==> config.mk <==
export PLATFORM = sky130hd
export DESIGN_NAME = regular_polygon_vertex_generator_unit
export DESIGN_NICKNAME = d
export VERILOG_FILES = /design/src/rtl/rpvg_pkg.sv /design/src/rtl/rpvg_front.sv /design/src/rtl/rpvg_queue.sv /design/src/rtl/rpvg_back.sv /design/src/rtl/regular_polygon_vertex_generator_unit.sv
export VERILOG_INCLUDE_DIRS = /design/src /design/src/rtl
export SDC_FILE = /design/constraint.sdc
export NUM_CORES = 2
export LEC_CHECK = 0
export ABC_CLOCK_PERIOD_IN_PS = 18500
export BUFFER_PORTS_ARGS = -buffer_cell sky130_fd_sc_hd__buf_2
export CAP_MARGIN = 20
export CORE_ASPECT_RATIO = 0.5
export CORE_UTILIZATION = 55
export CTS_CLUSTER_SIZE = 25
export DETAILED_ROUTE_END_ITERATION = 6
export GPL_TIMING_DRIVEN = 0
export PLACE_DENSITY_LB_ADDON = 0.05
export SYNTH_ARGS = -nofsm -noshare
export SYNTH_HDL_FRONTEND = slang
export SYNTH_SLANG_ARGS = --single-unit
==> constraint.sdc <==
create_clock -name clk -period 18.5 [get_ports clk]
set_clock_uncertainty 0.05 [all_clocks]
set_input_delay 0 -clock clk [delete_from_list [all_inputs] [get_ports clk]]
set_output_delay 0 -clock clk [all_outputs]
set_load 0.02 [all_outputs]
==> src/rtl/assert_macros.svh <==
// ----------------------------------------------------------------------------
// Assertion macros
// Shared concurrent assertion forms for the polygon vertex generator.
// Every form is sampled on clk and is switched off while rst is high.
// ----------------------------------------------------------------------------
`ifndef ASSERT_MACROS_SVH
`define ASSERT_MACROS_SVH

// A condition that holds at every clock edge outside reset.
`define ASSERT_ALWAYS(label, expr, msg) \
  label: assert property (@(posedge clk) disable iff (rst) (expr)) else $error(msg);

// A condition that must hold in the same cycle whenever the trigger is seen.
`define ASSERT_IMPLIES(label, ante, cons, msg) \
  label: assert property (@(posedge clk) disable iff (rst) (ante) |-> (cons)) else $error(msg);

`endif

==> src/rtl/rpvg_pkg.sv <==
// ----------------------------------------------------------------------------
// rpvg_pkg
// Types, widths and constants shared by the polygon vertex generator modules.
// ----------------------------------------------------------------------------
package rpvg_pkg;

  // Polygon limits and field widths.
  localparam int MAX_SIDES = 64;
  localparam int SIDES_MIN = 3;
  localparam int SIDE_W    = 7;
  localparam int COORD_W   = 16;
  localparam int GEOM_W    = 17;

  // Phase and CORDIC formats.
  localparam int PHASE_W = 32;
  localparam int TRIG_F  = 16;
  localparam int TRIG_W  = TRIG_F + 4;
  localparam int ANGLE_W = 33;
  localparam int ITER_W  = $clog2(TRIG_F);

  // Queue between the front and the back.
  localparam int QDEPTH = 2;
  localparam int QPTR_W = $clog2(QDEPTH);

  // The first vertex sits at three quarters of a turn.
  localparam logic [PHASE_W-1:0] PHASE_START = 32'hC000_0000;

  // CORDIC start vector: the inverse gain in Q1.16, rounded.
  localparam logic signed [TRIG_W-1:0] CORDIC_X0 = 20'sd39797;

  // Arctangent of 2^-i in units of 2^-32 turn.
  localparam logic [31:0] ATAN_TABLE [TRIG_F] = '{
    32'h2000_0000, 32'h12E4_051E, 32'h09FB_385B, 32'h0511_11D4,
    32'h028B_0D43, 32'h0145_D7E1, 32'h00A2_F61E, 32'h0051_7C55,
    32'h0028_BE53, 32'h0014_5F2F, 32'h000A_2F98, 32'h0005_17CC,
    32'h0002_8BE6, 32'h0001_45F3, 32'h0000_A2FA, 32'h0000_517D
  };

  typedef logic signed [COORD_W-1:0] coord_t;
  typedef logic signed [GEOM_W-1:0]  geom_t;
  typedef logic [SIDE_W-1:0]         sides_t;
  typedef logic [PHASE_W-1:0]        phase_t;

  // One polygon job as handed from the front to the back.
  typedef struct packed {
    geom_t  center_x;
    geom_t  center_y;
    geom_t  radius_x;
    geom_t  radius_y;
    phase_t step;
    sides_t sides;
  } job_t;

endpackage

==> src/rtl/rpvg_front.sv <==
// ----------------------------------------------------------------------------
// rpvg_front
// Accepts rectangles, derives center and radii, and computes the phase step
// for the configured side count with a bit-serial restoring divider.
// ----------------------------------------------------------------------------
`include "assert_macros.svh"

module rpvg_front (
  input  logic            clk,
  input  logic            rst,
  input  logic            rect_valid,
  output logic            rect_stall,
  input  rpvg_pkg::coord_t rect_left,
  input  rpvg_pkg::coord_t rect_top,
  input  rpvg_pkg::coord_t rect_right,
  input  rpvg_pkg::coord_t rect_bottom,
  input  logic            cfg_wen,
  input  rpvg_pkg::sides_t cfg_wdata,
  output logic            push,
  output rpvg_pkg::job_t  push_job,
  input  logic            full
);
  import rpvg_pkg::*;

  localparam int DIV_STEPS = PHASE_W + 1;
  localparam int DCNT_W    = $clog2(DIV_STEPS + 1);

  typedef enum logic [2:0] {
    F_IDLE = 3'b001,
    F_DIV  = 3'b010,
    F_PUSH = 3'b100
  } front_state_t;

  front_state_t       state;
  sides_t             side_count;
  sides_t             sides;
  geom_t              center_x;
  geom_t              center_y;
  geom_t              radius_x;
  geom_t              radius_y;
  logic [PHASE_W:0]   quo;
  logic [SIDE_W-1:0]  rem;
  logic [DCNT_W-1:0]  bit_cnt;
  logic [SIDE_W:0]    rem_sh;
  logic [SIDE_W:0]    rem_diff;
  logic               ge;
  logic               accept;
  geom_t              sum_x;
  geom_t              sum_y;
  geom_t              diff_x;
  geom_t              diff_y;

  // Halve a signed value, truncating toward zero.
  function automatic geom_t half_toward_zero(input geom_t s);
    geom_t t;
    t = s + $signed({{(GEOM_W-1){1'b0}}, s[GEOM_W-1]});
    return t >>> 1;
  endfunction

  // Side count register; writes outside the legal range are dropped.
  always_ff @(posedge clk) begin
    if (rst) begin
      side_count <= SIDE_W'(SIDES_MIN);
    end else if (cfg_wen && cfg_wdata >= SIDE_W'(SIDES_MIN) &&
                 cfg_wdata <= SIDE_W'(MAX_SIDES)) begin
      side_count <= cfg_wdata;
    end
  end

  // Rectangle sums and differences on 17 bits.
  assign sum_x  = GEOM_W'(rect_left) + GEOM_W'(rect_right);
  assign sum_y  = GEOM_W'(rect_top) + GEOM_W'(rect_bottom);
  assign diff_x = GEOM_W'(rect_right) - GEOM_W'(rect_left);
  assign diff_y = GEOM_W'(rect_bottom) - GEOM_W'(rect_top);

  assign rect_stall = (state != F_IDLE);
  assign accept     = rect_valid && (state == F_IDLE);
  assign push       = (state == F_PUSH) && !full;

  // One quotient bit per cycle: shift in the next dividend bit and compare.
  assign rem_sh   = {rem, quo[PHASE_W]};
  assign rem_diff = rem_sh - {1'b0, sides};
  assign ge       = (rem_sh >= {1'b0, sides});

  // Control state machine.
  always_ff @(posedge clk) begin
    if (rst) begin
      state <= F_IDLE;
    end else begin
      unique case (state)
        F_IDLE: begin
          if (accept) begin
            state <= F_DIV;
          end
        end
        F_DIV: begin
          if (bit_cnt == DCNT_W'(DIV_STEPS - 1)) begin
            state <= F_PUSH;
          end
        end
        F_PUSH: begin
          if (!full) begin
            state <= F_IDLE;
          end
        end
        default: state <= F_IDLE;
      endcase
    end
  end

  // Geometry and divider datapath.
  always_ff @(posedge clk) begin
    if (accept) begin
      center_x <= half_toward_zero(sum_x);
      center_y <= half_toward_zero(sum_y);
      radius_x <= half_toward_zero(diff_x);
      radius_y <= half_toward_zero(diff_y);
      sides    <= side_count;
      // Dividend is one full turn plus half the side count, for rounding.
      quo      <= ((PHASE_W+1)'(1) << PHASE_W) | (PHASE_W+1)'(side_count >> 1);
      rem      <= '0;
      bit_cnt  <= '0;
    end else if (state == F_DIV) begin
      quo     <= {quo[PHASE_W-1:0], ge};
      rem     <= ge ? rem_diff[SIDE_W-1:0] : rem_sh[SIDE_W-1:0];
      bit_cnt <= bit_cnt + DCNT_W'(1);
    end
  end

  // Job handed to the queue.
  always_comb begin
    push_job.center_x = center_x;
    push_job.center_y = center_y;
    push_job.radius_x = radius_x;
    push_job.radius_y = radius_y;
    push_job.step     = quo[PHASE_W-1:0];
    push_job.sides    = sides;
  end

  `ASSERT_ALWAYS(a_side_count_legal,
    side_count >= SIDE_W'(SIDES_MIN) && side_count <= SIDE_W'(MAX_SIDES),
    "side count register left its legal range")

endmodule

==> src/rtl/rpvg_queue.sv <==
// ----------------------------------------------------------------------------
// rpvg_queue
// Short job queue that decouples the front from the back.
// ----------------------------------------------------------------------------
`include "assert_macros.svh"

module rpvg_queue (
  input  logic           clk,
  input  logic           rst,
  input  logic           push,
  input  rpvg_pkg::job_t push_job,
  output logic           full,
  input  logic           pop,
  output rpvg_pkg::job_t pop_job,
  output logic           empty
);
  import rpvg_pkg::*;

  job_t              slots [QDEPTH];
  logic [QPTR_W-1:0] wr_ptr;
  logic [QPTR_W-1:0] rd_ptr;
  logic [QPTR_W:0]   count;

  assign full    = (count == (QPTR_W+1)'(QDEPTH));
  assign empty   = (count == '0);
  assign pop_job = slots[rd_ptr];

  // Pointers and fill count.
  always_ff @(posedge clk) begin
    if (rst) begin
      wr_ptr <= '0;
      rd_ptr <= '0;
      count  <= '0;
    end else begin
      if (push) begin
        wr_ptr <= wr_ptr + QPTR_W'(1);
      end
      if (pop) begin
        rd_ptr <= rd_ptr + QPTR_W'(1);
      end
      if (push && !pop) begin
        count <= count + (QPTR_W+1)'(1);
      end else if (pop && !push) begin
        count <= count - (QPTR_W+1)'(1);
      end
    end
  end

  // Job storage.
  always_ff @(posedge clk) begin
    if (push) begin
      slots[wr_ptr] <= push_job;
    end
  end

  `ASSERT_ALWAYS(a_count_bound, count <= (QPTR_W+1)'(QDEPTH),
    "job queue fill count exceeds its depth")
  `ASSERT_IMPLIES(a_no_push_full, push, !full, "job pushed into a full queue")
  `ASSERT_IMPLIES(a_no_pop_empty, pop, !empty, "job popped from an empty queue")

endmodule

==> src/rtl/rpvg_back.sv <==
// ----------------------------------------------------------------------------
// rpvg_back
// Walks the phase accumulator over one polygon, runs an iterative CORDIC for
// each vertex, scales and places the result, and drives the vertex channel.
// ----------------------------------------------------------------------------
`include "assert_macros.svh"

module rpvg_back (
  input  logic             clk,
  input  logic             rst,
  input  logic             empty,
  output logic             pop,
  input  rpvg_pkg::job_t   pop_job,
  output logic             vertex_valid,
  input  logic             vertex_stall,
  output rpvg_pkg::coord_t vertex_x,
  output rpvg_pkg::coord_t vertex_y,
  output rpvg_pkg::sides_t vertex_index,
  output logic             last_vertex
);
  import rpvg_pkg::*;

  localparam int PROD_W = GEOM_W + TRIG_W;
  localparam int SUM_W  = PROD_W + 3;
  localparam int Q_W    = SUM_W - TRIG_F;
  localparam logic signed [SUM_W-1:0] ROUND_HALF = SUM_W'(1) << (TRIG_F - 1);
  localparam logic [SUM_W-1:0] TRUNC_BIAS = (SUM_W'(1) << TRIG_F) - SUM_W'(1);
  localparam logic signed [Q_W-1:0] Q_MAX =
    {{(Q_W-COORD_W+1){1'b0}}, {(COORD_W-1){1'b1}}};
  localparam logic signed [Q_W-1:0] Q_MIN =
    {{(Q_W-COORD_W+1){1'b1}}, {(COORD_W-1){1'b0}}};

  typedef enum logic [6:0] {
    B_IDLE   = 7'b0000001,
    B_START  = 7'b0000010,
    B_ROTATE = 7'b0000100,
    B_MAP    = 7'b0001000,
    B_MUL    = 7'b0010000,
    B_SUM    = 7'b0100000,
    B_PLACE  = 7'b1000000
  } back_state_t;

  back_state_t               state;
  job_t                      cur;
  phase_t                    phase;
  sides_t                    vcount;
  logic signed [TRIG_W-1:0]  cx;
  logic signed [TRIG_W-1:0]  cy;
  logic signed [ANGLE_W-1:0] cz;
  logic [ITER_W-1:0]         iter;
  logic [1:0]                quad;
  logic signed [TRIG_W-1:0]  cos_r;
  logic signed [TRIG_W-1:0]  sin_r;
  logic signed [PROD_W-1:0]  prod_x;
  logic signed [PROD_W-1:0]  prod_y;
  logic signed [SUM_W-1:0]   sum_x;
  logic signed [SUM_W-1:0]   sum_y;
  logic signed [TRIG_W-1:0]  dx;
  logic signed [TRIG_W-1:0]  dy;
  logic signed [ANGLE_W-1:0] atan_step;
  logic                      out_free;
  logic                      is_last;

  // Divide by 2^TRIG_F truncating toward zero, then clamp to 16 bits.
  function automatic coord_t place_round(input logic signed [SUM_W-1:0] v);
    logic [SUM_W-1:0]        biased;
    logic signed [Q_W-1:0]   q;
    biased = v + (v[SUM_W-1] ? TRUNC_BIAS : '0);
    q      = biased[SUM_W-1:TRIG_F];
    if (q > Q_MAX) begin
      q = Q_MAX;
    end else if (q < Q_MIN) begin
      q = Q_MIN;
    end
    return q[COORD_W-1:0];
  endfunction

  assign pop      = (state == B_IDLE) && !empty;
  assign out_free = !vertex_valid || !vertex_stall;
  assign is_last  = ((vcount + SIDE_W'(1)) == cur.sides);

  // One CORDIC micro-rotation; shifts floor toward minus infinity.
  assign dx        = cy >>> iter;
  assign dy        = cx >>> iter;
  assign atan_step = $signed({1'b0, ATAN_TABLE[iter]});

  // Sequencer over the vertices of one polygon.
  always_ff @(posedge clk) begin
    if (rst) begin
      state <= B_IDLE;
    end else begin
      unique case (state)
        B_IDLE: begin
          if (!empty) begin
            state <= B_START;
          end
        end
        B_START:  state <= B_ROTATE;
        B_ROTATE: begin
          if (iter == ITER_W'(TRIG_F - 1)) begin
            state <= B_MAP;
          end
        end
        B_MAP:    state <= B_MUL;
        B_MUL:    state <= B_SUM;
        B_SUM:    state <= B_PLACE;
        B_PLACE: begin
          if (out_free) begin
            state <= is_last ? B_IDLE : B_START;
          end
        end
        default:  state <= B_IDLE;
      endcase
    end
  end

  // Job, phase and vertex count.
  always_ff @(posedge clk) begin
    if (rst) begin
      phase  <= PHASE_START;
      vcount <= '0;
    end else if (pop) begin
      phase  <= PHASE_START;
      vcount <= '0;
    end else if (state == B_PLACE && out_free) begin
      phase  <= phase + cur.step;
      vcount <= vcount + SIDE_W'(1);
    end
  end

  always_ff @(posedge clk) begin
    if (pop) begin
      cur <= pop_job;
    end
  end

  // CORDIC iterations on the low 30 bits of the angle.
  always_ff @(posedge clk) begin
    if (state == B_START) begin
      cx   <= CORDIC_X0;
      cy   <= '0;
      cz   <= $signed({3'b000, phase[PHASE_W-3:0]});
      quad <= phase[PHASE_W-1:PHASE_W-2];
      iter <= '0;
    end else if (state == B_ROTATE) begin
      if (!cz[ANGLE_W-1]) begin
        cx <= cx - dx;
        cy <= cy + dy;
        cz <= cz - atan_step;
      end else begin
        cx <= cx + dx;
        cy <= cy - dy;
        cz <= cz + atan_step;
      end
      iter <= iter + ITER_W'(1);
    end
  end

  // Quadrant fold, scaling and placement.
  always_ff @(posedge clk) begin
    if (state == B_MAP) begin
      unique case (quad)
        2'd0: begin
          cos_r <= cx;
          sin_r <= cy;
        end
        2'd1: begin
          cos_r <= -cy;
          sin_r <= cx;
        end
        2'd2: begin
          cos_r <= -cx;
          sin_r <= -cy;
        end
        default: begin
          cos_r <= cy;
          sin_r <= -cx;
        end
      endcase
    end
    if (state == B_MUL) begin
      prod_x <= cur.radius_x * cos_r;
      prod_y <= cur.radius_y * sin_r;
    end
    if (state == B_SUM) begin
      sum_x <= SUM_W'(prod_x) + (SUM_W'(cur.center_x) <<< TRIG_F) + ROUND_HALF;
      sum_y <= SUM_W'(prod_y) + (SUM_W'(cur.center_y) <<< TRIG_F) + ROUND_HALF;
    end
  end

  // Output register; a finished vertex waits here while the next one runs.
  always_ff @(posedge clk) begin
    if (rst) begin
      vertex_valid <= 1'b0;
    end else if (state == B_PLACE && out_free) begin
      vertex_valid <= 1'b1;
    end else if (!vertex_stall) begin
      vertex_valid <= 1'b0;
    end
  end

  always_ff @(posedge clk) begin
    if (state == B_PLACE && out_free) begin
      vertex_x     <= place_round(sum_x);
      vertex_y     <= place_round(sum_y);
      vertex_index <= vcount;
      last_vertex  <= is_last;
    end
  end

  `ASSERT_IMPLIES(a_index_bound, vertex_valid, vertex_index < SIDE_W'(MAX_SIDES),
    "vertex index beyond the largest polygon")

endmodule

==> src/rtl/regular_polygon_vertex_generator_unit.sv <==
// ----------------------------------------------------------------------------
// Regular polygon vertex generator
// Each rectangle transaction yields side_count vertex transactions, the top
// vertex first, the last one marked by last_vertex. Each vertex goes through
// the vertex engine in turn: a start step, 16 CORDIC iterations of the
// shared rotation unit, quadrant fold, multiply, sum and placement.
// The front computes the phase step with a bit-serial divider and parks
// the job in a two-entry queue, so that work overlaps the previous polygon.
// side_count is written through cfg_wen and cfg_wdata; values outside 3..64
// are dropped. Write it only while the block is idle.
// ----------------------------------------------------------------------------
module regular_polygon_vertex_generator_unit (
  input  logic             clk,
  input  logic             rst,
  input  logic             rect_valid,
  output logic             rect_stall,
  input  rpvg_pkg::coord_t rect_left,
  input  rpvg_pkg::coord_t rect_top,
  input  rpvg_pkg::coord_t rect_right,
  input  rpvg_pkg::coord_t rect_bottom,
  output logic             vertex_valid,
  input  logic             vertex_stall,
  output rpvg_pkg::coord_t vertex_x,
  output rpvg_pkg::coord_t vertex_y,
  output rpvg_pkg::sides_t vertex_index,
  output logic             last_vertex,
  input  logic             cfg_wen,
  input  rpvg_pkg::sides_t cfg_wdata
);
  import rpvg_pkg::*;

  logic push;
  logic pop;
  logic full;
  logic empty;
  job_t push_job;
  job_t pop_job;

  // Front: rectangle intake, geometry and step division.
  rpvg_front u_front (
    .clk         (clk),
    .rst         (rst),
    .rect_valid  (rect_valid),
    .rect_stall  (rect_stall),
    .rect_left   (rect_left),
    .rect_top    (rect_top),
    .rect_right  (rect_right),
    .rect_bottom (rect_bottom),
    .cfg_wen     (cfg_wen),
    .cfg_wdata   (cfg_wdata),
    .push        (push),
    .push_job    (push_job),
    .full        (full)
  );

  // Job queue between the two halves.
  rpvg_queue u_queue (
    .clk      (clk),
    .rst      (rst),
    .push     (push),
    .push_job (push_job),
    .full     (full),
    .pop      (pop),
    .pop_job  (pop_job),
    .empty    (empty)
  );

  // Back: vertex engine and output register.
  rpvg_back u_back (
    .clk          (clk),
    .rst          (rst),
    .empty        (empty),
    .pop          (pop),
    .pop_job      (pop_job),
    .vertex_valid (vertex_valid),
    .vertex_stall (vertex_stall),
    .vertex_x     (vertex_x),
    .vertex_y     (vertex_y),
    .vertex_index (vertex_index),
    .last_vertex  (last_vertex)
  );

endmodule

==> qor.txt <==
Nets@finish: 8367
Area of the multi-input gates: 0.0431 mm²
Post-synthesis adder-cell area fraction: 27.7%
FFs w/ async S/R, synth: 0%
Worst-path clk slew: 80 ps
Crit share post-route: 43.7%
Worst slew pin tran: 1110 ps
Wl on met1: 82400 µm
Root buffer cell: clkbuf_16
Highest net fanout along the worst path: 10
Most frequent CP cell: fa_1
Count leader, synth: inv_1
Largest family of logic cells by synthesized area: adder cells
Share of layout cells above drive strength 1: 7.17%
CP required: 18880 ps
WL met2: 87700 µm
Area added between synthesis and finish: 8.84%
Initial DRC Count: 3821
I/O Buffers: 116
Fmax: 0.124 GHz
ANT nets after route: 0
FF+latch count, synth: 800
Vias in the first global route: 51127
Synth top area share: 27.9%
RSZ-0062 raised after global routing: no
Cells after Synth: 6890
Tot GR Track Use: 29.2%
WP data arrival: 8460 ps
Setup Viol. Count Final: 0
Die area: 0.129 mm²
Netlist cell types: 94
# IOs: 118
Fin crit period: 8080 ps
Inserted Clock Buffers: 77
Grt total ovfl: 0
Avg Vias per Cell: 5.73
Fillers: 10614
Fin. Hold Viols: 0
Storage element area: 0.0225 mm²
Most used DFF post-synth: edfxtp_1
DP Area: 0.0734 mm²
Final Slew Violations: 0
Post-synth EDFFs: 652
WP buf/inv: 4
Initial DRT Pass Iterations: 6
Die H: 255 µm
CP delay by family, top: adder cells
Vias: 51038
Cts repair resizes: 0
CORE AREA: 0.126 mm²
Top sig layer: met5
Syn nets: 8105
Largest net degree at the start of global routing: 75
Setup TNS: 0 ps
Die Wd: 507 µm
Worst slew margin: 25.8%
WL met3: 13000 µm
Status: finished clean
Sequential fraction of the synthesis area: 32.1%
Initial core utilization: 55.6%
Final Instance Count excl. Fillers: 8907
Worst skew pair latency: 740 ps
Routed WL: 188000 µm
Clock buffer depth: 3
Critical path cell sequence: clkbuf_1, nand2_1, fa_1, fa_1, fa_1, fa_1, inv_1, fa_1, inv_1, fa_1, inv_1, ha_1, a21oi_1, o21a_1, o221ai_1, o21ai_0, a31oi_1, a21o_1, o311a_1, a221o_1, xor2_1
Wire per inst: 21.1 µm
Final instance area: 0.0765 mm²
Synth Area in Simple Gates: 13.4%
Residual DRC: 0
CTS tree: yes
WS Path Type: flop to flop
Xor-xnor portion of the synthesized cell area: 6.18%
H-tree depth: 3
Cell type with the largest total area after synthesis: edfxtp_1
Mux contribution to synthesized area: 4.19%
Sink Count: 800
Synth warn: 0
Max-Cap Viols: 0
Ant diodes: 0
Post-DP HPWL: 150000 µm
Crit-path slowest cell: clkbuf_1
Initial antenna violation count: 4
Syn_area_per_cell: 10.2 µm²
Post-synthesis compound-gate area fraction: 9.94%
Hold Path Class: input port to flop
Row Count: 92
Finished Core Util: 60.5%
Top post-synthesis cells by count: inv_1 (899), fa_1 (695), nand2_1 (692)
Placed cells: 8722
Crit end category: flop
Global-route wire length before repair: 290000 µm
Top cells by area, synth: edfxtp_1 (28%), fa_1 (20%), ha_1 (7.9%)
RD Place Congestion: 0.963
CP startpoint kind: flop
Crit-path max cell delay: 720 ps
Post-synthesis instance area: 0.0702 mm²
[metal layers]
| layer | up-vias | GRT usage [%] |
|---|---|---|
| met1 | 25498 | 40.3 |
| met5 | - | 0 |
| met3 | 303 | 4.85 |
| met4 | 2 | 7.89 |
| li1 | 23638 | - |
| met2 | 1597 | 47.9 |
[area by class of cell]
class | count | area share, %
Buffer | 288 | 1.54
Clock buffer | 85 | 2.57
Clock inverter | 57 | 0.807
Inverter | 906 | 4.45
Multi-Input combinational cell | 4896 | 56.4
Sequential cell | 800 | 29.5
Tap cell | 1692 | 2.77
Timing Repair Buffer | 183 | 1.93
[cells in the final DEF (no fill, tap or decap), drive strengths merged, types with 68 or more instances in the layout]
cell type,n
a21o,109
a21oi,385
and2,368
buf,201
clkbuf,315
dfxtp,148
edfxtp,652
fa,695
ha,444
inv,911
mux2,121
nand2,692
nand3,79
nor2,379
nor3,68
o21ai,233
xnor2,321
xor2,175
[flip-flops by register name, indices dropped and copies added (netlist names), 20 cells and up]
name	cells
u_back.phase	32
u_back.sum_x	40
u_queue.slots	206
u_back.cur	103
u_back.prod_y	37
u_back.sin_r	20
u_back.cos_r	20
u_back.cz	33
u_back.cy	20
u_back.cx	20
u_front.quo	33
u_back.sum_y	40
u_back.prod_x	37
[stage by stage]
stage                     hold slack (ps)  worst slack (ps)
after floorplan                      86.0              8810
after global placement                194              2880
after detailed placement              207             10440
after CTS                          0.0300             10410
after global routing                 37.0             10170
final                                19.3             10420
[final timing paths]
path	start	end	slack, ps	cells past startpoint
hold reg to reg	u_back.prod_x[5]	u_back.sum_x[5]	370	0
hold / removal	rect_right[7]	u_front.center_x[6]	20	4
setup / recovery	u_back.cos_r[9]	u_back.prod_x[35]	10420	21
setup reg to reg	u_back.cos_r[9]	u_back.prod_x[35]	10420	21
[repair_timing]
item / in CTS / in global routing
setup buffers: 0 / 0
hold endpoints to repair: 48 / 0
hold buffers: 40 / 0
setup endpoints to repair: 0 / 0
[cells by family after synthesis]
| family | count (synthesis) |
|---|---|
| xor+xnor | 496 |
| flops | 800 |
| mux | 221 |
| buf+inv | 1194 |
| compound gates | 1108 |
| fa+ha+maj | 1139 |
| simple gates | 1932 |
[worst min-delay path, cell delays in order]
cell and delay (ps):
buf_2 90, ha_1 230, xnor2_1 150, xnor2_1 170
Power is not shown: default switching activity piles up to over one toggle a cycle in this logic, so the estimate is an artifact.
